## src/rtl/core/mftt_pkg.sv

```systemverilog
package mftt_pkg;

	localparam int MOTOR_SLOTS     = 8;
	localparam int SLOT_W          = (MOTOR_SLOTS > 1) ? $clog2(MOTOR_SLOTS) : 1;
	localparam int COUNTS_PER_TURN = 8192;
	localparam int CPT_SHIFT       = $clog2(COUNTS_PER_TURN);
	localparam int POS_W           = 46;
	localparam int CFG_IDX_W       = 1;
	localparam int CFG_DATA_W      = 32;

	localparam logic signed [15:0] HALF_TURN     = 16'sd4096;
	localparam logic [10:0]        ID_BASE_RESET = 11'h201;
	localparam logic [31:0]        TIMEOUT_RESET = 32'd100;

	// item modes
	localparam logic [1:0] MODE_FRAME = 2'd0;
	localparam logic [1:0] MODE_RESET = 2'd1;
	localparam logic [1:0] MODE_QUERY = 2'd2;

	// result status codes
	localparam logic [1:0] ST_IGNORED = 2'd0;
	localparam logic [1:0] ST_FRAME   = 2'd1;
	localparam logic [1:0] ST_RESET   = 2'd2;
	localparam logic [1:0] ST_QUERY   = 2'd3;

	// configuration register indexes
	localparam logic [CFG_IDX_W-1:0] REG_ID_BASE = 1'd0;
	localparam logic [CFG_IDX_W-1:0] REG_TIMEOUT = 1'd1;

	// one slot of the feedback memory; baseline angle always equals angle, so it is not kept
	typedef struct packed {
		logic        seen;
		logic [31:0] stamp;
		logic [31:0] frames;
		logic [31:0] turns;
		logic [7:0]  temp;
		logic [15:0] torque;
		logic [15:0] speed;
		logic [15:0] angle;
	} entry_t;

	localparam int ENTRY_W = $bits(entry_t);

	// decoded item travelling down the pipe
	typedef struct packed {
		logic [1:0]        status;
		logic [SLOT_W-1:0] slot;
		logic [63:0]       data;
		logic [31:0]       now;
	} op_t;

endpackage

```

## src/rtl/core/mftt_ram.sv

```systemverilog
module mftt_ram #(
	parameter int WIDTH = 8,
	parameter int DEPTH = 8,
	localparam int AW = (DEPTH > 1) ? $clog2(DEPTH) : 1
) (
	input  logic             clk,
	input  logic             we,
	input  logic [AW-1:0]    waddr,
	input  logic [WIDTH-1:0] wdata,
	input  logic [AW-1:0]    raddr,
	output logic [WIDTH-1:0] rdata
);

	logic [WIDTH-1:0] mem [DEPTH];

	always_ff @(posedge clk) begin
		if (we) begin
			mem[waddr] <= wdata;
		end
		rdata <= mem[raddr];
	end

endmodule

```

## src/rtl/core/mftt_upd.sv

```systemverilog
module mftt_upd import mftt_pkg::*; (
	input  op_t    op,
	input  entry_t cur,
	output entry_t nxt,
	output logic   we
);

	logic [15:0]        new_angle;
	logic signed [15:0] delta;

	assign new_angle = op.data[63:48];
	assign delta     = signed'(new_angle - cur.angle);

	always_comb begin
		nxt = cur;
		we  = 1'b0;
		unique case (op.status) inside
			ST_FRAME: begin
				we         = 1'b1;
				nxt.angle  = new_angle;
				nxt.speed  = op.data[47:32];
				nxt.torque = op.data[31:16];
				nxt.temp   = op.data[15:8];
				nxt.stamp  = op.now;
				nxt.frames = cur.frames + 32'd1;
				nxt.seen   = 1'b1;
				// first frame only sets the baseline
				if (cur.seen) begin
					if (delta > HALF_TURN) begin
						nxt.turns = cur.turns - 32'd1;
					end else if (delta < -HALF_TURN) begin
						nxt.turns = cur.turns + 32'd1;
					end
				end
			end
			ST_RESET: begin
				we        = 1'b1;
				nxt.turns = '0;
			end
			ST_QUERY, ST_IGNORED: begin
				we = 1'b0;
			end
			default: begin
				we = 1'b0;
			end
		endcase
	end

endmodule

```

## src/rtl/core/motor_feedback_turn_tracker.sv

```systemverilog
// Channel   Handshake         Payload
// ------    ---------         -------
// item      start / busy      mode, frame_id, frame_data, motor_select, now_ms
// result    done (1 cycle)    status, slot, angle, speed, torque, temperature,
//                             turns, position, frame_count, timed_out
// config    cfg_we            cfg_index, cfg_wdata
//
// Every item passes from transfer to the done strobe through slot decode and memory
// read, read-modify-write of the slot entry, then position and timeout.
// busy is high while the item is in stage 1 or stage 2, so one item is at work at a
// time; the next item may be taken in the cycle that shows done.
// arst_n clears the pipeline valid bits and the per-slot valid bits and resets the
// config registers; a slot not yet written reads as all zero. The receiver cannot stall.
module motor_feedback_turn_tracker import mftt_pkg::*; (
	input  logic                    clk,
	input  logic                    arst_n,
	input  logic                    start,
	output logic                    busy,
	input  logic [1:0]              mode,
	input  logic [10:0]             frame_id,
	input  logic [63:0]             frame_data,
	input  logic [2:0]              motor_select,
	input  logic [31:0]             now_ms,
	input  logic                    cfg_we,
	input  logic [CFG_IDX_W-1:0]    cfg_index,
	input  logic [CFG_DATA_W-1:0]   cfg_wdata,
	output logic                    done,
	output logic [1:0]              status,
	output logic [2:0]              slot,
	output logic [15:0]             angle,
	output logic signed [15:0]      speed,
	output logic signed [15:0]      torque,
	output logic [7:0]              temperature,
	output logic signed [31:0]      turns,
	output logic signed [POS_W-1:0] position,
	output logic [31:0]             frame_count,
	output logic                    timed_out
);

	// configuration
	logic [10:0] id_base_q;
	logic [31:0] timeout_q;

	always_ff @(posedge clk or negedge arst_n) begin
		if (!arst_n) begin
			id_base_q <= ID_BASE_RESET;
			timeout_q <= TIMEOUT_RESET;
		end else if (cfg_we) begin
			unique case (cfg_index)
				REG_ID_BASE: id_base_q <= cfg_wdata[10:0];
				REG_TIMEOUT: timeout_q <= cfg_wdata;
				default:     ;
			endcase
		end
	end

	// item decode; the window test is a borrow check plus a range compare
	logic        accept;
	logic [11:0] id_diff;
	logic        in_window;
	logic        sel_ok;
	op_t         dec;

	assign accept    = start && !busy;
	assign id_diff   = {1'b0, frame_id} - {1'b0, id_base_q};
	assign in_window = !id_diff[11] && (id_diff[10:0] < 11'(MOTOR_SLOTS));
	assign sel_ok    = {1'b0, motor_select} < 4'(MOTOR_SLOTS);

	always_comb begin
		dec.status = ST_IGNORED;
		dec.slot   = '0;
		dec.data   = frame_data;
		dec.now    = now_ms;
		unique case (mode)
			MODE_FRAME: begin
				if (in_window) begin
					dec.status = ST_FRAME;
					dec.slot   = id_diff[SLOT_W-1:0];
				end
			end
			MODE_RESET: begin
				if (sel_ok) begin
					dec.status = ST_RESET;
					dec.slot   = motor_select[SLOT_W-1:0];
				end
			end
			MODE_QUERY: begin
				if (sel_ok) begin
					dec.status = ST_QUERY;
					dec.slot   = motor_select[SLOT_W-1:0];
				end
			end
			default: dec.status = ST_IGNORED;
		endcase
	end

	// stage 1: entry arrives from memory, updated and written back
	logic                   v_s1;
	op_t                    op_s1;
	logic [ENTRY_W-1:0]     rd_data;
	logic [MOTOR_SLOTS-1:0] valid_q;
	entry_t                 cur_ent;
	entry_t                 nxt_ent;
	logic                   upd_we;
	logic                   wr_en;

	always_ff @(posedge clk or negedge arst_n) begin
		if (!arst_n) begin
			v_s1 <= 1'b0;
		end else begin
			v_s1 <= accept;
		end
	end

	always_ff @(posedge clk) begin
		if (accept) begin
			op_s1 <= dec;
		end
	end

	mftt_ram #(
		.WIDTH(ENTRY_W),
		.DEPTH(MOTOR_SLOTS)
	) u_ram (
		.clk  (clk),
		.we   (wr_en),
		.waddr(op_s1.slot),
		.wdata(nxt_ent),
		.raddr(dec.slot),
		.rdata(rd_data)
	);

	// a slot never written reads as its reset value of zero
	assign cur_ent = valid_q[op_s1.slot] ? entry_t'(rd_data) : '0;

	mftt_upd u_upd (
		.op (op_s1),
		.cur(cur_ent),
		.nxt(nxt_ent),
		.we (upd_we)
	);

	assign wr_en = v_s1 && upd_we;

	always_ff @(posedge clk or negedge arst_n) begin
		if (!arst_n) begin
			valid_q <= '0;
		end else if (wr_en) begin
			valid_q[op_s1.slot] <= 1'b1;
		end
	end

	// stage 2: position and timeout from the updated entry
	logic              v_s2;
	logic [1:0]        st_s2;
	logic [SLOT_W-1:0] slot_s2;
	entry_t            ent_s2;
	logic [31:0]       now_s2;

	always_ff @(posedge clk or negedge arst_n) begin
		if (!arst_n) begin
			v_s2 <= 1'b0;
		end else begin
			v_s2 <= v_s1;
		end
	end

	always_ff @(posedge clk) begin
		if (v_s1) begin
			st_s2   <= op_s1.status;
			slot_s2 <= op_s1.slot;
			ent_s2  <= nxt_ent;
			now_s2  <= op_s1.now;
		end
	end

	logic [POS_W-1:0] pos_c;
	logic [31:0]      elapsed;
	logic             tmo_c;

	// turns * COUNTS_PER_TURN is a shift of the sign-extended count
	assign pos_c   = (POS_W'(signed'(ent_s2.turns)) << CPT_SHIFT) + POS_W'(ent_s2.angle);
	assign elapsed = now_s2 - ent_s2.stamp;
	assign tmo_c   = ent_s2.seen && (elapsed > timeout_q);

	// result registers
	logic                    done_q;
	logic [1:0]              status_q;
	logic [2:0]              slot_q;
	logic [15:0]             angle_q;
	logic signed [15:0]      speed_q;
	logic signed [15:0]      torque_q;
	logic [7:0]              temp_q;
	logic signed [31:0]      turns_q;
	logic signed [POS_W-1:0] pos_q;
	logic [31:0]             count_q;
	logic                    tmo_q;

	always_ff @(posedge clk or negedge arst_n) begin
		if (!arst_n) begin
			done_q <= 1'b0;
		end else begin
			done_q <= v_s2;
		end
	end

	always_ff @(posedge clk) begin
		if (v_s2) begin
			if (st_s2 == ST_IGNORED) begin
				status_q <= ST_IGNORED;
				slot_q   <= '0;
				angle_q  <= '0;
				speed_q  <= '0;
				torque_q <= '0;
				temp_q   <= '0;
				turns_q  <= '0;
				pos_q    <= '0;
				count_q  <= '0;
				tmo_q    <= 1'b0;
			end else begin
				status_q <= st_s2;
				slot_q   <= 3'(slot_s2);
				angle_q  <= ent_s2.angle;
				speed_q  <= signed'(ent_s2.speed);
				torque_q <= signed'(ent_s2.torque);
				temp_q   <= ent_s2.temp;
				turns_q  <= signed'(ent_s2.turns);
				pos_q    <= signed'(pos_c);
				count_q  <= ent_s2.frames;
				tmo_q    <= tmo_c;
			end
		end
	end

	assign busy        = v_s1 || v_s2;
	assign done        = done_q;
	assign status      = status_q;
	assign slot        = slot_q;
	assign angle       = angle_q;
	assign speed       = speed_q;
	assign torque      = torque_q;
	assign temperature = temp_q;
	assign turns       = turns_q;
	assign position    = pos_q;
	assign frame_count = count_q;
	assign timed_out   = tmo_q;

endmodule

```

## config.mk

```make
export PLATFORM = sky130hd
export DESIGN_NAME = motor_feedback_turn_tracker
export DESIGN_NICKNAME = d
export VERILOG_FILES = /design/src/rtl/core/mftt_pkg.sv /design/src/rtl/core/mftt_ram.sv /design/src/rtl/core/mftt_upd.sv /design/src/rtl/core/motor_feedback_turn_tracker.sv
export SDC_FILE = /design/constraint.sdc
export NUM_CORES = 2
export LEC_CHECK = 0
export BUFFER_PORTS_ARGS = -buffer_cell sky130_fd_sc_hd__clkbuf_2
export CAP_MARGIN = 10
export CELL_PAD_IN_SITES_DETAIL_PLACEMENT = 2
export CELL_PAD_IN_SITES_GLOBAL_PLACEMENT = 2
export CORE_ASPECT_RATIO = 1.75
export CORE_MARGIN = 2
export CORE_UTILIZATION = 49
export CTS_CLUSTER_DIAMETER = 50
export DETAILED_ROUTE_END_ITERATION = 16
export GPL_ROUTABILITY_DRIVEN = 0
export PLACE_DENSITY_LB_ADDON = 0.1
export SLEW_MARGIN = 20
export SYNTH_ARGS = -nofsm -noshare
export SYNTH_HDL_FRONTEND = slang
export SYNTH_SLANG_ARGS = --single-unit
```

## constraint.sdc

```tcl
create_clock -name clk -period 28.2 [get_ports clk]
set_input_delay 1.41 -clock clk [delete_from_list [all_inputs] [get_ports clk]]
set_output_delay 1.41 -clock clk [all_outputs]
set_load 0.05 [all_outputs]
```

# == After elaboration in Yosys (flattened, before gate mapping) ==
# Memory sizes are Yosys's and may differ from the RTL's. A register that Yosys moved wholly into a read port is not among the register bits.
# Cells that the tools add are included.
# classes
n_bitwise,2
div_mod_pow,0
n_reduce_logical,14
n_addsub,7
mul,0
shifts,0
mux,17
order_cmp,6
eq_ne,4
# ops
op,count
two-way mux 153 bit,1
two-way mux 32 bit,3
two-way mux 65 bit,1
adder 32 x 1 -> 32 bit (second input constant),2
case mux 32 bit (2 select lines),1
two-way mux 56 bit,1
adder 45 x 17 -> 46 bit,1
> comparator 32 bit,1
subtractor 32 x 1 -> 32 bit (second input constant),1
subtractor 32 bit,1
> comparator 16 x 14 -> 1 bit (second input constant),1
< comparator 16 x 13 -> 1 bit (second input constant),1
subtractor 16 bit,1
subtractor 11 x 11 -> 12 bit,1
< comparator 11 x 4 -> 1 bit (second input constant),1
bitwise OR 8 bit,1
case mux 2 bit (3 select lines),1
case mux 3 bit (2 select lines),1
logical AND 1 bit,5
two-way mux 1 bit,5
== test 2 x 1 -> 1 bit (second input constant),2
== test 2 bit (second input constant),2
zero test 2 bit,2
< comparator 3 x 4 -> 1 bit (second input constant),1
other kinds (9),12
# totals
mem_bits_ro,0
input_bits,149
n_memories,1
mem_bits_rw,1224
latchBits,0
word_cells,82
out_inout_bits,174
regBits,517
# mem_list
name,words,word_bits,read_ports,rd_clocked_by_memory_dff,wr,line_no,rtl
u_ram.mem,8,153,1,1,1,mftt_ram.sv:14,logic [WIDTH-1:0] mem [DEPTH];

# == Longest topological paths before layout ==
# logic_depth
depth_word,9
ltp_mapped,24
depth_no_buf,24

# == Modules after synthesis ==
# Synthesis repeated with hierarchy kept, for this count alone.
# unflattened
hier_cells,4085
hier_area_um2,74925.6
# modules_own_cells
mod,seq_area_each_um2,area_each_um2,instances,cells_per_inst
mftt_ram,39818.2,49039.5,1,1934
motor_feedback_turn_tracker,14870.5,21503.1,1,1502
mftt_upd,0.0,4383.0,1,649

# == Least setup slack after synthesis ==
# Ideal clock, no wire load.
# synth_timing
path_type,reg-to-reg
startpoint,register v_s1
endpoint,register valid_q[4]
path_slack_ps,11881
arrival_ps,16188
required_ps,28069
stages_incl_launch_ff,4
n_path_buf,0
path_cell_list,dfrtp_1 nand3b_1 nor3_1 or2_2
# synth_via
elab_chain_cells,1
# synth_rtl
item,line_no,rtl
"start, declared",motor_feedback_turn_tracker.sv:98,logic v_s1;
"start signal, assigned",motor_feedback_turn_tracker.sv:111,v_s1 <= accept;
logical AND 1 bit,motor_feedback_turn_tracker.sv:143,assign wr_en = v_s1 && upd_we;
"end signal, assigned",motor_feedback_turn_tracker.sv:147,valid_q <= '0;
"end signal, assigned by index",motor_feedback_turn_tracker.sv:149,valid_q[op_s1.slot] <= 1'b1;
"end, declared",motor_feedback_turn_tracker.sv:101,logic [MOTOR_SLOTS-1:0] valid_q;
# Every way passes these cells.
# A chain may end at the register's enable or synchronous reset.

==> results by group <==
Clocking
  – Clk buf depth: 3
  – Hold_buf cts: 0
  – Clk_lat worst skew: about 800 ps
  – H-Tree Depth: 4
  – CTS resizes: 0
  – TritonCTS Buffers: 170
  – Root buffer cell: clkbuf_16
  – Clock slew at reported path FFs: 60 ps
  – TritonCTS clock tree: yes
  – Post-CTS setup buffers: 0
  – Clock sinks: 1873

Critical path
  – CP cell instances: mux4_2 -> mux2_8 -> buf_4 -> nand2_1 -> ha_1 -> a21oi_1 -> nand2_1 -> o21ai_1 -> o311ai_1 -> a2111oi_0 -> nand2_1 -> o21ai_1 -> buf_4 -> nor2_1 -> a32oi_1 -> mux2i_1
  – CP required: around 29000 ps
  – Worst EP arrival: 7680 ps
  – CP bufs+invs: 2
  – Cells on worst reg2reg path: 16
  – Reg-to-reg setup timing slack: 20980 ps
  – Crit path launch type: flip-flop
  – Cell family with most CP delay: compound AO/OA/AOI/OAI gates
  – Setup crit end kind: flip-flop
  – CP max-delay cell: mux2i_1
  – R2R Path Start: op_s1[98]
  – Crit path from: op_s1[98]
  – CP Max Fanout: between 60 and 70
  – Cell with the most instances on the worst path: nand2_1
  – Crit path depth: 16
  – Crit Path Class: flip-flop to flip-flop
  – Slowest stage delay, CP: 840 ps

Timing
  – Slew @ Worst Pin: roughly 1200 ps
  – Worst slew margin: 22.0%
  – Slew Viols, Final: 0
  – Worst Skew: ~25 ps
  – Minimum clock period: 7220 ps
  – Final TNS setup: 0 ps
  – Unrepaired setup endpoints after global routing: no
  – Fin. Hold Viols: 0
  – Fin crit share: between 20% and 30%
  – Highest clock rate: 139 MHz
  – Final setup viols: 0

Yosys
  – Synth Area per Inst: 16.2 µm²
  – Ys Warns: 0
  – Sequential area share after synthesis: between 70% and 80%
  – Yosys cell types: just under 90
  – FFs w/ async S/R, synth: 2.88%
  – Synth Net Count: 4855
  – Syn Inst Count: 4604
  – Post-synth design cell area: between 70000 and 80000 µm²
  – Number of synthesized flops with an enable pin: 1666
  – Post-synthesis register bit count: 1873
  – Primary FF master, synth: edfxtp_1

Global routing
  – First-pass GRT wire length: 321000 µm
  – GRT overflow: 0
  – Number of global-route vias before repair: 48100
  – GRT Total Usage: 27.8%
  – Largest net degree at the start of global routing: 139
  – Initial antenna violation count: 12

Floorplan
  – Chip width: 299 µm
  – I/O pins: roughly 320
  – Die ar.: 155000 µm²
  – Core Box Area: 151000 µm²
  – Num rows: 189
  – Initial Util: 49.2%
  – Chip Height: 520 µm

Place
  – Placed insts: 6755
  – Port buffer count: between 300 and 400
  – Post-DP HPWL: 125000 µm

Routing
  – Vias/cell: 6.00
  – Post-Route WL: about 220000 µm
  – Routed Antenna Nets: 0
  – WL/cell: 30.5 µm
  – DRC errors left: 0
  – Number of iterations in the first detailed-routing pass: 6
  – Vias after detailed routing: 42500
  – Initial drt markers: 3655

Cells and area
  – Layout cells sized above 1: 22.7%
  – Post-layout util: 55.5%
  – Fillers: 13300
  – Nets: 5173
  – Final instance count without filler cells: a little over 7000
  – Syn-to-layout area delta: 12.7%

Hold path
  – HP Start: op_s1[20]
  – Hold WC Path Type: flip-flop to flip-flop
  – Worst hold stages: 0

Power and ir drop
  – P per Cell Area: 80.7 nW/µm²
  – Leakage dissipation: slightly above 0.03 µW
  – Overall Power: 6780 µW
  – Max VDD drop: 60.1 µV

Flow run
  – Total of max-cap violations: 0

Outcome
  – Outcome: finished clean
## worst paths after layout
path | to
setup / recovery | u_ram.mem[0][84]
hold / removal | now_s2[20]
setup reg to reg | u_ram.mem[0][84]
hold reg to reg | now_s2[20]
max in group asynchronous | v_s1
min in group asynchronous | timeout_q[29]
## power breakdown
| group | internal, µW | switching, µW |
|---|---|---|
| Combinational | 277 | 714 |
| Sequential | 3310 | 80.0 |
| Clock | 1340 | 1060 |
| Total | 4920 | 1860 |
## flip-flops by register name (all words and copies together), names as in the netlist, 32 cells and up
name         cells
u_ram.mem     1224
ent_s2         153
u_ram.rdata    153
op_s1           93
position        33
frame_count     32
now_s2          32
timeout_q       32
turns           32
## cell usage after synthesis, types with 15 or more instances
| cell | n | area share (%) |
|---|---|---|
| dfxtp_1 | 153 | 4.1 |
| buf_6 | 17 | 0.26 |
| buf_2 | 42 | 0.28 |
| mux2_4 | 100 | 2.0 |
| xor2_1 | 54 | 0.63 |
| xnor2_1 | 40 | 0.47 |
| nand4_1 | 30 | 0.25 |
| nor4_1 | 15 | 0.13 |
| ha_1 | 98 | 1.6 |
| nor2b_1 | 142 | 1.2 |
| edfxtp_1 | 1666 | 67 |
| o21ai_0 | 149 | 1.0 |
| a21o_1 | 20 | 0.20 |
| nand2b_1 | 17 | 0.14 |
| nand2_1 | 293 | 1.5 |
| mux2i_1 | 161 | 2.2 |
| clkbuf_1 | 145 | 0.73 |
| o211ai_1 | 17 | 0.17 |
| buf_1 | 15 | 0.076 |
| or2_2 | 15 | 0.13 |
| nand3_1 | 45 | 0.30 |
| mux2_2 | 342 | 5.2 |
| nor2_1 | 135 | 0.68 |
| and2_1 | 16 | 0.13 |
| a222oi_1 | 153 | 2.1 |
| a21oi_1 | 83 | 0.56 |
| o21ai_1 | 160 | 1.1 |
| mux2_1 | 53 | 0.80 |
| dfrtp_1 | 49 | 1.6 |
| inv_1 | 118 | 0.59 |
| nor3_1 | 35 | 0.24 |
| or3_1 | 26 | 0.22 |
| and3_1 | 29 | 0.24 |
## kinds of logic (layout without fill, tap and decap cells)
kind of cell             after synthesis  count (layout)  synth area share, %
flip-flops                          1873            1873                 73.1
other                                  0               1                    0
AND/OR/NAND/NOR                      831             831                 5.49
buffers and inverters                352             820                 2.08
AO/OA/AOI/OAI                        693             693                 6.27
XOR/XNOR                              95              95                 1.13
adder cells (fa/ha/maj)              102             102                 1.75
multiplexers                         658             658                 10.2
## area by class of cell
type                            count  area, µm²  area share (%)
Timing Repair Buffer              379       2150            2.56
Clock buffer                      221       4630            5.51
Multi-Input combinational cell   2379      18700            22.2
Sequential cell                  1873      54500            64.8
Antenna cell                        1       2.50         0.00298
Inverter                          119        447           0.532
Clock inverter                    101       1100            1.32
Tap cell                         2005       2510            2.99
## metal layers
metal | up-vias | share of wire, % | wire [µm] | GRT usage, %
li1 | 18300 | - | - | -
met1 | 22600 | 40 | 86000 | 34.0
met2 | 1222 | 53 | 115000 | 51.1
met3 | 308 | 4.3 | 9260 | 3.61
met4 | 10 | 2.6 | 5630 | 8.08
met5 | - | 0.031 | 66 | 0
## stage by stage
stage	hold WS (ps)	instance area [µm²]	setup slack, ps
after floorplan	424	74500	11880
after global placement	437	78200	21160
after detailed placement	442	78200	20790
after CTS	459	83900	20780
after global routing	464	84000	20560
final	458	84000	20980
## cell usage in the layout (no fill, tap or decap), drive strengths merged, types with 55 or more instances in the layout
cell and count:
xor2 55, edfxtp 1666, clkbuf 535, nand2 293, a21oi 85, clkinv 65, dfxtp 153, inv 128
mux2 495, a222oi 153, nor2 135, nor2b 143, o21ai 309, ha 98, buf 65, mux2i 161
Note: power is estimated with default switching activity, not from simulation.
